$ cat src/rtl/sbq_div.sv
module sbq_div #(
  parameter int DW = 21,
  parameter int VW = 10
) (
  input  logic          clk,
  input  logic          rst,
  input  logic          start,
  input  logic [DW-1:0] dividend,
  input  logic [VW-1:0] divisor,
  output logic          done,
  output logic [DW-1:0] quot
);
  localparam int CW = $clog2(DW + 1);

  logic [VW-1:0] rem;
  logic [VW-1:0] dvs;
  logic [CW-1:0] cnt;
  logic          busy;
  logic [VW:0]   trial;
  logic [VW:0]   diff;

  // One quotient bit per cycle, restoring form.
  always_comb begin
    trial = {rem, quot[DW-1]};
    diff = trial - {1'b0, dvs};
  end

  always_ff @(posedge clk) begin
    if (rst) begin
      busy <= 1'b0;
      done <= 1'b0;
      cnt <= '0;
    end else begin
      done <= 1'b0;
      if (start) begin
        busy <= 1'b1;
        cnt <= CW'(DW);
      end else if (busy) begin
        cnt <= cnt - 1'b1;
        if (cnt == CW'(1)) begin
          busy <= 1'b0;
          done <= 1'b1;
        end
      end
    end
  end

  always_ff @(posedge clk) begin
    if (start) begin
      quot <= dividend;
      rem <= '0;
      dvs <= divisor;
    end else if (busy) begin
      if (!diff[VW]) begin
        rem <= diff[VW-1:0];
        quot <= {quot[DW-2:0], 1'b1};
      end else begin
        rem <= trial[VW-1:0];
        quot <= {quot[DW-2:0], 1'b0};
      end
    end
  end
endmodule

$ cat config.mk
export PLATFORM = sky130hd
export DESIGN_NAME = sbq_div
export DESIGN_NICKNAME = d
export VERILOG_FILES = /design/src/rtl/sbq_div.sv
export SDC_FILE = /design/constraint.sdc
export NUM_CORES = 1
export LEC_CHECK = 0
export BUFFER_PORTS_ARGS = -buffer_cell sky130_fd_sc_hd__buf_4
export CORE_MARGIN = 2
export CORE_UTILIZATION = 48
export DETAILED_ROUTE_END_ITERATION = 6
export PLACE_DENSITY = 0.77
export SYNTH_ARGS = -nofsm -noshare
export SYNTH_HDL_FRONTEND = slang
export SYNTH_SLANG_ARGS = --single-unit
$ cat constraint.sdc
create_clock -name clk -period 2.5 [get_ports clk]
set_input_delay 0.125 -clock clk [delete_from_list [all_inputs] [get_ports clk]]
set_output_delay 0.125 -clock clk [all_outputs]
set_load 0.01 [all_outputs]
==> run summary, run 1 <==
PwrDens: 609 nW/µm²
Initial Utilization: 49.1%
DR vias/cell: 5.13
Tot GR Track Use: 16.9%
Post-synth top cells: edfxtp_1, mux2_2, nor2_1
First-pass GRT wire length: 7.30 mm
Most frequent cell after synthesis: edfxtp_1
Initial DRC count: 87
Total power: 1.99 mW
CTS sink cnt: 48
Fin. Hold Viols: 0
Cell variety after synth: 43
Asr flop ratio synth: 0%
Die Span X: 75.6 µm
WP data arrival: 2.80 ns
ANT nets after route: 0
Core Footprint: 5010 µm²
Mapped Nets: 254
Std cell rows: 26
RSZ-0062 raised after global routing: yes
#FFs+latches synth: 48
Area contributors post-synth: edfxtp_1, dfxtp_1, mux2_2
Crit path max fanout: 7
Global route overflow: 0
Setup violations, final: 11
Synth Area in Compound Gates: 10.2%
Failing checks: setup timing
Yosys top cell by area: edfxtp_1
Multi-input logic area: 1150 µm²
Initial antenna violation count: 0
Status: finished, violations left
Ys flop type: edfxtp_1
Final non-filler cell area: 3270 µm²
Multiplexer share of the synthesized area: 12.1%
Post-Route WL: 4.92 mm
Hpwl dp: 3.33 mm
Share of cells above drive strength 1: 42.2%
Layout Nets: 328
Clk_skew: 0.00863 ns
Synth Area in Simple Gates: 10.7%
Post-synthesis sequential area ratio: 51.7%
VDD IR max: 0.369 mV
H-tree Lvls: 2
Syn avg cell area: 11.9 µm²
Final GP Congestion: 0.840
IO Count: 56
Period utilization: 106%
Post-Synthesis Cells: 207
Post-synth EDFFs: 31
Post-synth top area share: 37.8%
PortBufs: 55
Combinational family with the most area after synthesis: multiplexers
Vias in the first global route: 1602
Worst reg2reg startpoint: quot[20]
Post-synthesis cell area: 2460 µm²
Rel. slew slack: 56.5%
Placed cells: 331
Area share of fa/ha/maj cells after synthesis: 6.92%
Critical Setup Path Class: reg -> reg
Largest net degree at the start of global routing: 55
WP data required: 2.66 ns
Die height: 75.6 µm
DR vias: 1807
Final setup margin: -0.139 ns
Peak Freq: 379 MHz
Finished Layout Cells: 352
Worst slew pin tran: 0.652 ns
CTS tree: done
CTS Buf Count: 5
Core Util, Final: 65.4%
CP Launch Type: flip-flop
Fill cell count: 424
Slew Viols, Final: 0
Xor and xnor area share after synthesis: 4.58%
Ant. Diodes: 0
WL/cell: 14.0 µm
YS warnings: 0
Root buffer cell: clkbuf_8
CP Launch Point: quot[20]
Drt drc: 0
Period minus WS final: 2.64 ns
Area after DPL: 2990 µm²
Type of the tightest min-delay check: in -> reg
Leak: 1.36 nW
Clk pin slew, worst setup/hold paths: 0.09 ns
Area Overhead vs Synth: 33.1%
FF/Latch Area: 1270 µm²
Die Footprint: 5710 µm²
Worst setup EP type: flip-flop
First-pass DRT Iterations: 4
Clk_lat worst skew: 0.30 ns
Hold Crit Start: rst
Max-cap violations: 0
CTS max path bufs: 2
## metal layers
layer,share of wire [%],wire length [µm],track usage [%]
met5,0,0,0
met4,1.0,49,4.68
met3,4.3,214,3.57
met2,50,2480,27.1
met1,44,2180,23.3
## timing repair
action | in CTS | in global routing
setup endpoints to repair | 11 | 11
setup buffers | 2 | 1
hold buffers | 10 | 0
resized for setup | 7 | 4
pin swaps | 10 | 10
endpoints found under the hold margin | 10 | 0
## cells by family (layout without fill, tap and decap cells)
group                    count (synthesis)  in the layout
AO/OA/AOI/OAI                           33             33
XOR/XNOR                                12             12
adder cells (fa/ha/maj)                 13             13
buffers and inverters                   23             98
flip-flops                              48             48
multiplexers                            27             27
AND/OR/NAND/NOR                         51             51
## critical path: stages, from the launching register on
cell	delay, ns
edfxtp_1	0.43
inv_2	0.10
ha_4	0.13
inv_2	0.03
fa_2	0.34
a21o_4	0.22
a211oi_2	0.20
a311oi_2	0.15
xor2_2	0.41
buf_6	0.19
mux2i_2	0.22
a211oi_2	0.09
## area by class of cell
| cell class | instances | share of cell area [%] |
|---|---|---|
| tap | 70 | 2.67 |
| sequential | 48 | 38.8 |
| multi-input combinational | 136 | 35.1 |
| timing repair buffer | 76 | 18.3 |
| clock inverter | 3 | 1.41 |
| inverter | 14 | 1.60 |
| clock buffer | 5 | 2.10 |
## sequential cells by signal, indices dropped and copies added, names as in the netlist
signal / flops
busy: 1
cnt: 5
done: 1
dvs: 10
quot: 21
rem: 10
## through the flow
step | hold slack, ns | TNS (ns) | setup slack, ns
global placement | 0.303 | -0.297 | -0.0539
finish | 0.0298 | -0.902 | -0.139
CTS | 0.0185 | -0.942 | -0.138
floorplan | 0.197 | -0.0251 | -0.0251
detailed placement | 0.305 | -1.23 | -0.164
global route | 0.0268 | -2.22 | -0.271
## final timing paths
check,end,slack (ns),cells past startpoint
worst max-delay path,rem[3],-0.14,11
worst min-delay path,cnt[2],0.03,2
worst max register to register,rem[3],-0.14,11
worst min register to register,rem[5],0.51,2
## cells in the final DEF, fill, tap and decap left out, drive strengths merged, types with 2 or more instances in the layout
cell type / count
nor4b: 2
nand3: 2
nor2b: 3
mux2: 22
dlygate4sd3: 10
a21o: 2
buf: 66
clkbuf: 5
nor2: 19
a2111oi: 2
or3b: 2
nor3: 4
mux2i: 5
xor2: 8
a211oi: 7
edfxtp: 31
xnor2: 4
dfxtp: 17
or2: 2
o21ai: 2
ha: 12
a21oi: 6
nand2: 7
inv: 15
and3: 5
a31o: 3
o31ai: 3
## report_power, final
part / switching (mW) / internal (mW)
Clock: 0.281 / 0.302
Combinational: 0.201 / 0.240
Sequential: 0.0464 / 0.924
Total: 0.528 / 1.47
No activity file was read; power rests on OpenSTA's default activity.
==> run 2, diff against run 1 <==
--- a/config.mk
+++ b/config.mk
@@ -9,6 +9,7 @@
 export CORE_MARGIN = 2
 export CORE_UTILIZATION = 48
 export DETAILED_ROUTE_END_ITERATION = 6
+export GPL_TIMING_DRIVEN = 0
 export PLACE_DENSITY = 0.77
 export SYNTH_ARGS = -nofsm -noshare
 export SYNTH_HDL_FRONTEND = slang
==> run 2 against run 1 <==
The flow still finishes with violations (setup timing). Final area down 0.38%. Routed wire length up 2.5%. Fmax up 3.0%. Worst setup slack better by 0.078 ns. Clock skew down 0.0019 ns. Sequential share of layout area up 0.15 points. Sequential cell count unchanged. Worst hold slack about the same. Register-to-register slack better by 0.08 ns. Core utilization down 0.25 points. Critical endpoint is now rem[5].
==> run summary, run 2 (synthesis gave the netlist of run 1 again) <==
Status: finished, violations left
First-pass GRT wire length: 7.81 mm (+7.0%)
DR vias: 1783 (-1.3%)
Slew Viols, Final: 0 (unchanged)
Sw power: 0.512 mW (-3.1%)
H-tree Lvls: 2 (unchanged)
Switching Share: 27.0% (+0.46 points)
Max-cap violations: 0 (unchanged)
WP data arrival: 2.73 ns (-0.07 ns)
Root buffer cell: clkbuf_8
PortBufs: 55 (unchanged)
Initial antenna violation count: 0 (unchanged)
Post-Route WL: 5.04 mm (+2.5%)
Initial Utilization: 49.1% (unchanged)
IO Count: 56 (unchanged)
WL/cell: 14.1 µm (+0.76%)
Failing checks: setup timing
Sequential share of power: 50.7% (+2.0 points)
Worst slew pin tran: 0.625 ns (-0.0273 ns)
Vias in the first global route: 1721 (+7.4%)
VDD IR max: 0.385 mV (+4.5%)
Setup violations, final: 10 (-1)
Largest registers: quot x21, dvs x10, rem x10
Drt drc: 0 (unchanged)
Combinational fraction of design power: 23.5% (+1.4 points)
Clock share of power: 25.8% (-3.4 points)
Hpwl dp: 3.53 mm (+6.1%)
CTS sink cnt: 48 (unchanged)
Fin. Hold Viols: 0 (unchanged)
Int Pwr: 1.39 mW (-5.4%)
Leak: 1.35 nW (-0.99%)
Period minus WS final: 2.56 ns (-0.0778 ns)
RSZ-0062 raised after global routing: yes
Core Util, Final: 65.1% (-0.25 points)
Most frequent cells in the layout: buf_4, edfxtp_1, mux2_2
Final GP Congestion: 0.805 (-4.2%)
Share of cells above drive strength 1: 39.9% (-2.3 points)
Critical Setup Path Class: reg -> reg
First-pass DRT Iterations: 4 (unchanged)
Ant. Diodes: 0 (unchanged)
Rel. slew slack: 58.2% (+1.8 points)
Die Span X: 75.6 µm (unchanged)
Largest net degree at the start of global routing: 22 (-60%)
PwrDens: 582 nW/µm² (-4.4%)
Global route overflow: 0 (unchanged)
Die height: 75.6 µm (unchanged)
Commonest non-fill, non-tap cell in the layout: buf_4
Clk_lat worst skew: 0.30 ns (about the same)
Clk pin slew, worst setup/hold paths: 0.09 ns (about the same)
ANT nets after route: 0 (unchanged)
CTS Buf Count: 5 (unchanged)
Final hold slack: 0.0299 ns (+0.000139 ns)
CP Launch Type: flip-flop
Final setup margin: -0.0615 ns (+0.0778 ns)
Core Footprint: 5010 µm² (unchanged)
DR vias/cell: 4.98 (-3.0%)
Layout Nets: 334 (+1.8%)
Max FFs per register: 21 (unchanged)
Worst setup EP type: flip-flop
Tot GR Track Use: 18.3% (+1.4 points)
WP data required: 2.67 ns (about the same)
Initial DRC count: 77 (-11%)
Period utilization: 102% (-3.1 points)
Std cell rows: 26 (unchanged)
Die Footprint: 5710 µm² (unchanged)
Setup TNS: -0.485 ns (+0.417 ns)
Area Overhead vs Synth: 32.6%
Biggest register: quot
CTS max path bufs: 2 (unchanged)
Crit path max fanout: 6 (-1)
Peak Freq: 390 MHz (+3.0%)
CTS tree: done
Clk_skew: 0.00668 ns (-0.00195 ns)
Type of the tightest min-delay check: in -> reg
## run 2: final cells by class
type                       instances  area [µm²]
buffer                             9        41.3
clock buffer                       6        82.6
clock inverter                     2        15.0
fill                             416        1750
inverter                          14        52.6
multi-input combinational        136        1140
sequential                        48        1270
tap                               70        87.6
timing repair buffer              73         571
## run 2: power groups by stage
stage / Sequential (mW) / Combinational (mW) / Clock (mW)
2_1_floorplan: 0.992 / 0.238 / 0
3_3_place_gp: 0.977 / 0.395 / 0
3_5_place_dp: 0.981 / 0.404 / 0
4_1_cts: 0.963 / 0.435 / 0.502
5_1_grt: 0.973 / 0.492 / 0.527
6_report: 0.963 / 0.447 / 0.490
## run 2: final timing paths
kind / end / cells after the start / slack (ns) / from
worst max register to register: rem[5] / 11 / -0.06 / quot[20]
worst max-delay path: rem[5] / 11 / -0.06 / quot[20]
worst min register to register: rem[4] / 2 / 0.52 / rem[4]
worst min-delay path: cnt[4] / 2 / 0.03 / rst
## run 2: what timing repair did
| action | in CTS | in global routing |
|---|---|---|
| endpoints found under the setup margin | 11 | 11 |
| hold buffers | 10 | 0 |
| gates cloned | 1 | 0 |
| resized for setup | 8 | 1 |
| pin swaps | 7 | 4 |
| buffers inserted | 3 | 4 |
| hold endpoints to repair | 10 | 0 |
## run 2: worst max-delay path: stages, from the launching register on
cell and delay [ns]:
edfxtp_1 0.41, inv_2 0.10, ha_4 0.14, inv_2 0.04, fa_2 0.34, a21o_4 0.22, a211oi_2 0.21, a311oi_2 0.16
xor2_2 0.34, buf_6 0.19, mux2i_1 0.19, a211oi_1 0.08
## run 2: per-stage QoR
step                worst slack (ns)  power (mW)  cells  area [µm²]
floorplan                    -0.0251        1.23    207        2470
global placement              -0.194        1.37    332        2970
detailed placement            -0.220        1.38    332        2970
CTS                          -0.0874        1.90    354        3230
global route                  -0.172        1.99    358        3260
finish                       -0.0615        1.90    358        3260
## run 2: per-layer routing
layer  up-vias  part of all wire [%]  track usage (%)  wire [µm]
li1        914                     -                -          -
met1       827                    44             24.1       2240
met2        35                    51             31.0       2550
met3         7                   3.8             2.78        191
met4         0                   1.2             5.65         60
met5         -                     0                0          0
==> run 3, diff against run 2 <==
--- a/config.mk
+++ b/config.mk
@@ -11,6 +11,7 @@
 export DETAILED_ROUTE_END_ITERATION = 6
 export GPL_TIMING_DRIVEN = 0
 export PLACE_DENSITY = 0.77
+export SETUP_SLACK_MARGIN = 0.2
 export SYNTH_ARGS = -nofsm -noshare
 export SYNTH_HDL_FRONTEND = slang
 export SYNTH_SLANG_ARGS = --single-unit
==> run 3 against run 2 <==
The run still ends with setup timing left. Core utilization up 0.85 points. Non-clock buffer count up 1. Die area stayed put. Final area increased by 1.3%. Sequential cell count did not move. Global-route usage decreased by 0.35 points. Critical path depth unchanged. Sequential share of layout area decreased by 0.50 points. Routed wire length rose by 2.1%. Clock skew up 0.0031 ns. Worst setup slack got worse by 0.094 ns. Critical endpoint is now rem[1]. Largest cell class unchanged. Highest routed layer unchanged.
==> run summary, run 3 (synthesis gave the netlist of run 1 again) <==
CP Launch Type: flip-flop
Fin. Hold Viols: 0 (unchanged)
Crit path max fanout: 7 (+1)
Clk_lat worst skew: 0.31 ns (about the same)
WP data required: 2.67 ns (about the same)
Area after DPL: 2970 µm² (unchanged)
IO Count: 56 (unchanged)
ANT nets after route: 0 (unchanged)
Setup violations, final: 11 (+1)
Area Overhead vs Synth: 34.3%
Worst slew pin tran: 0.570 ns (-0.0553 ns)
Share of cells above drive strength 1: 39.8% (-0.14 points)
Clk pin slew, worst setup/hold paths: 0.09 ns (about the same)
Peak Freq: 377 MHz (-3.5%)
Initial DRC count: 75 (-2.6%)
H-tree Lvls: 2 (unchanged)
Total power: 2.08 mW (+9.4%)
Type of the tightest min-delay check: in -> reg
Final non-filler cell area: 3300 µm² (+1.3%)
First-pass DRT Iterations: 4 (unchanged)
PwrDens: 629 nW/µm² (+8.0%)
Critical Setup Path Class: reg -> reg
Placed cells: 332 (unchanged)
DR vias/cell: 5.15 (+3.4%)
Leak: 1.37 nW (+1.9%)
Final setup margin: -0.155 ns (-0.0937 ns)
Worst setup EP type: flip-flop
Rel. slew slack: 62.0% (+3.8 points)
First-pass GRT wire length: 7.57 mm (-3.1%)
Largest net degree at the start of global routing: 22 (unchanged)
PortBufs: 55 (unchanged)
Layout Nets: 335 (+0.30%)
VDD IR max: 0.304 mV (-21%)
RSZ-0062 raised after global routing: yes
Drt drc: 0 (unchanged)
Core Util, Final: 66.0% (+0.85 points)
Tot GR Track Use: 17.9% (-0.35 points)
Hpwl dp: 3.69 mm (+4.4%)
Die Footprint: 5710 µm² (unchanged)
CTS Buf Count: 5 (unchanged)
Commonest non-fill, non-tap cell in the layout: buf_4
Status: finished, violations left
Finished Layout Cells: 359 (+0.28%)
Setup WS pre-CTS: -0.294 ns (-0.0736 ns)
Global route overflow: 0 (unchanged)
Largest registers: quot x21, dvs x10, rem x10
Root buffer cell: clkbuf_8
Most frequent cells in the layout: buf_4, edfxtp_1, mux2_2
WP data arrival: 2.82 ns (+0.09 ns)
Std cell rows: 26 (unchanged)
Ant. Diodes: 0 (unchanged)
DR vias: 1849 (+3.7%)
Die Span X: 75.6 µm (unchanged)
Failing checks: setup timing
CTS sink cnt: 48 (unchanged)
Die height: 75.6 µm (unchanged)
Period utilization: 106% (+3.7 points)
CTS max path bufs: 2 (unchanged)
Max-cap violations: 0 (unchanged)
Clk_skew: 0.00973 ns (+0.00305 ns)
Slew Viols, Final: 0 (unchanged)
Initial Utilization: 49.1% (unchanged)
Core Footprint: 5010 µm² (unchanged)
Vias in the first global route: 1723 (+0.12%)
Initial antenna violation count: 0 (unchanged)
Max FFs per register: 21 (unchanged)
Biggest register: quot
Post-Route WL: 5.15 mm (+2.1%)
Period minus WS final: 2.66 ns (+0.0937 ns)
Final GP Congestion: 0.803 (-0.17%)
WL/cell: 14.3 µm (+1.8%)
CTS tree: done
-- run 3: layout make-up --
class / count / area (µm²)
buffer: 9 / 41.3
clock buffer: 6 / 72.6
clock inverter: 2 / 60.1
fill: 404 / 1710
inverter: 14 / 52.6
multi-input combinational: 136 / 1140
sequential: 48 / 1270
tap: 70 / 87.6
timing repair buffer: 74 / 578
-- run 3: routing by layer --
metal  vias to the layer above  GRT usage, %  wire length [µm]
met4                         0          6.43                78
li1                        922             -                 -
met2                        32          31.2              2650
met5                         -             0                 0
met3                         8          4.50               153
met1                       887          21.5              2270
-- run 3: critical path: stages (launching register included) --
cell	delay, ns
edfxtp_1	0.44
inv_2	0.11
ha_4	0.14
inv_2	0.03
fa_2	0.34
a21o_4	0.22
a211oi_2	0.23
a311oi_2	0.16
xor2_2	0.39
buf_6	0.19
mux2i_1	0.19
a211oi_1	0.09
-- run 3: through the flow --
step	setup TNS [ns]	hold WS (ns)
after global routing	-2.59	0.0475
final	-1.51	0.0350
after global placement	-1.75	0.304
after detailed placement	-1.95	0.304
after CTS	-1.20	0.0328
after floorplan	-0.0248	0.197
-- run 3: power breakdown --
group	total [mW]	leakage, nW	switching (mW)	internal (mW)
clock network	0.663	0.0654	0.263	0.400
registers	0.964	0.449	0.0397	0.924
logic	0.452	0.860	0.211	0.241
-- run 3: repair_timing --
item,4_1_cts,5_1_grt
cloned,1,0
pin swaps,6,6
hold buffers,10,0
setup endpoints to repair,11,11
endpoints found under the hold margin,10,0
setup buffers,4,4
gates resized for setup,5,4
-- run 3: final timing paths --
path | startpoint | end | slack [ns] | cells past startpoint
worst max-delay path | quot[20] | rem[1] | -0.16 | 11
worst min-delay path | rst | cnt[4] | 0.03 | 2
worst min register to register | rem[5] | rem[5] | 0.52 | 2
worst max register to register | quot[20] | rem[1] | -0.16 | 11
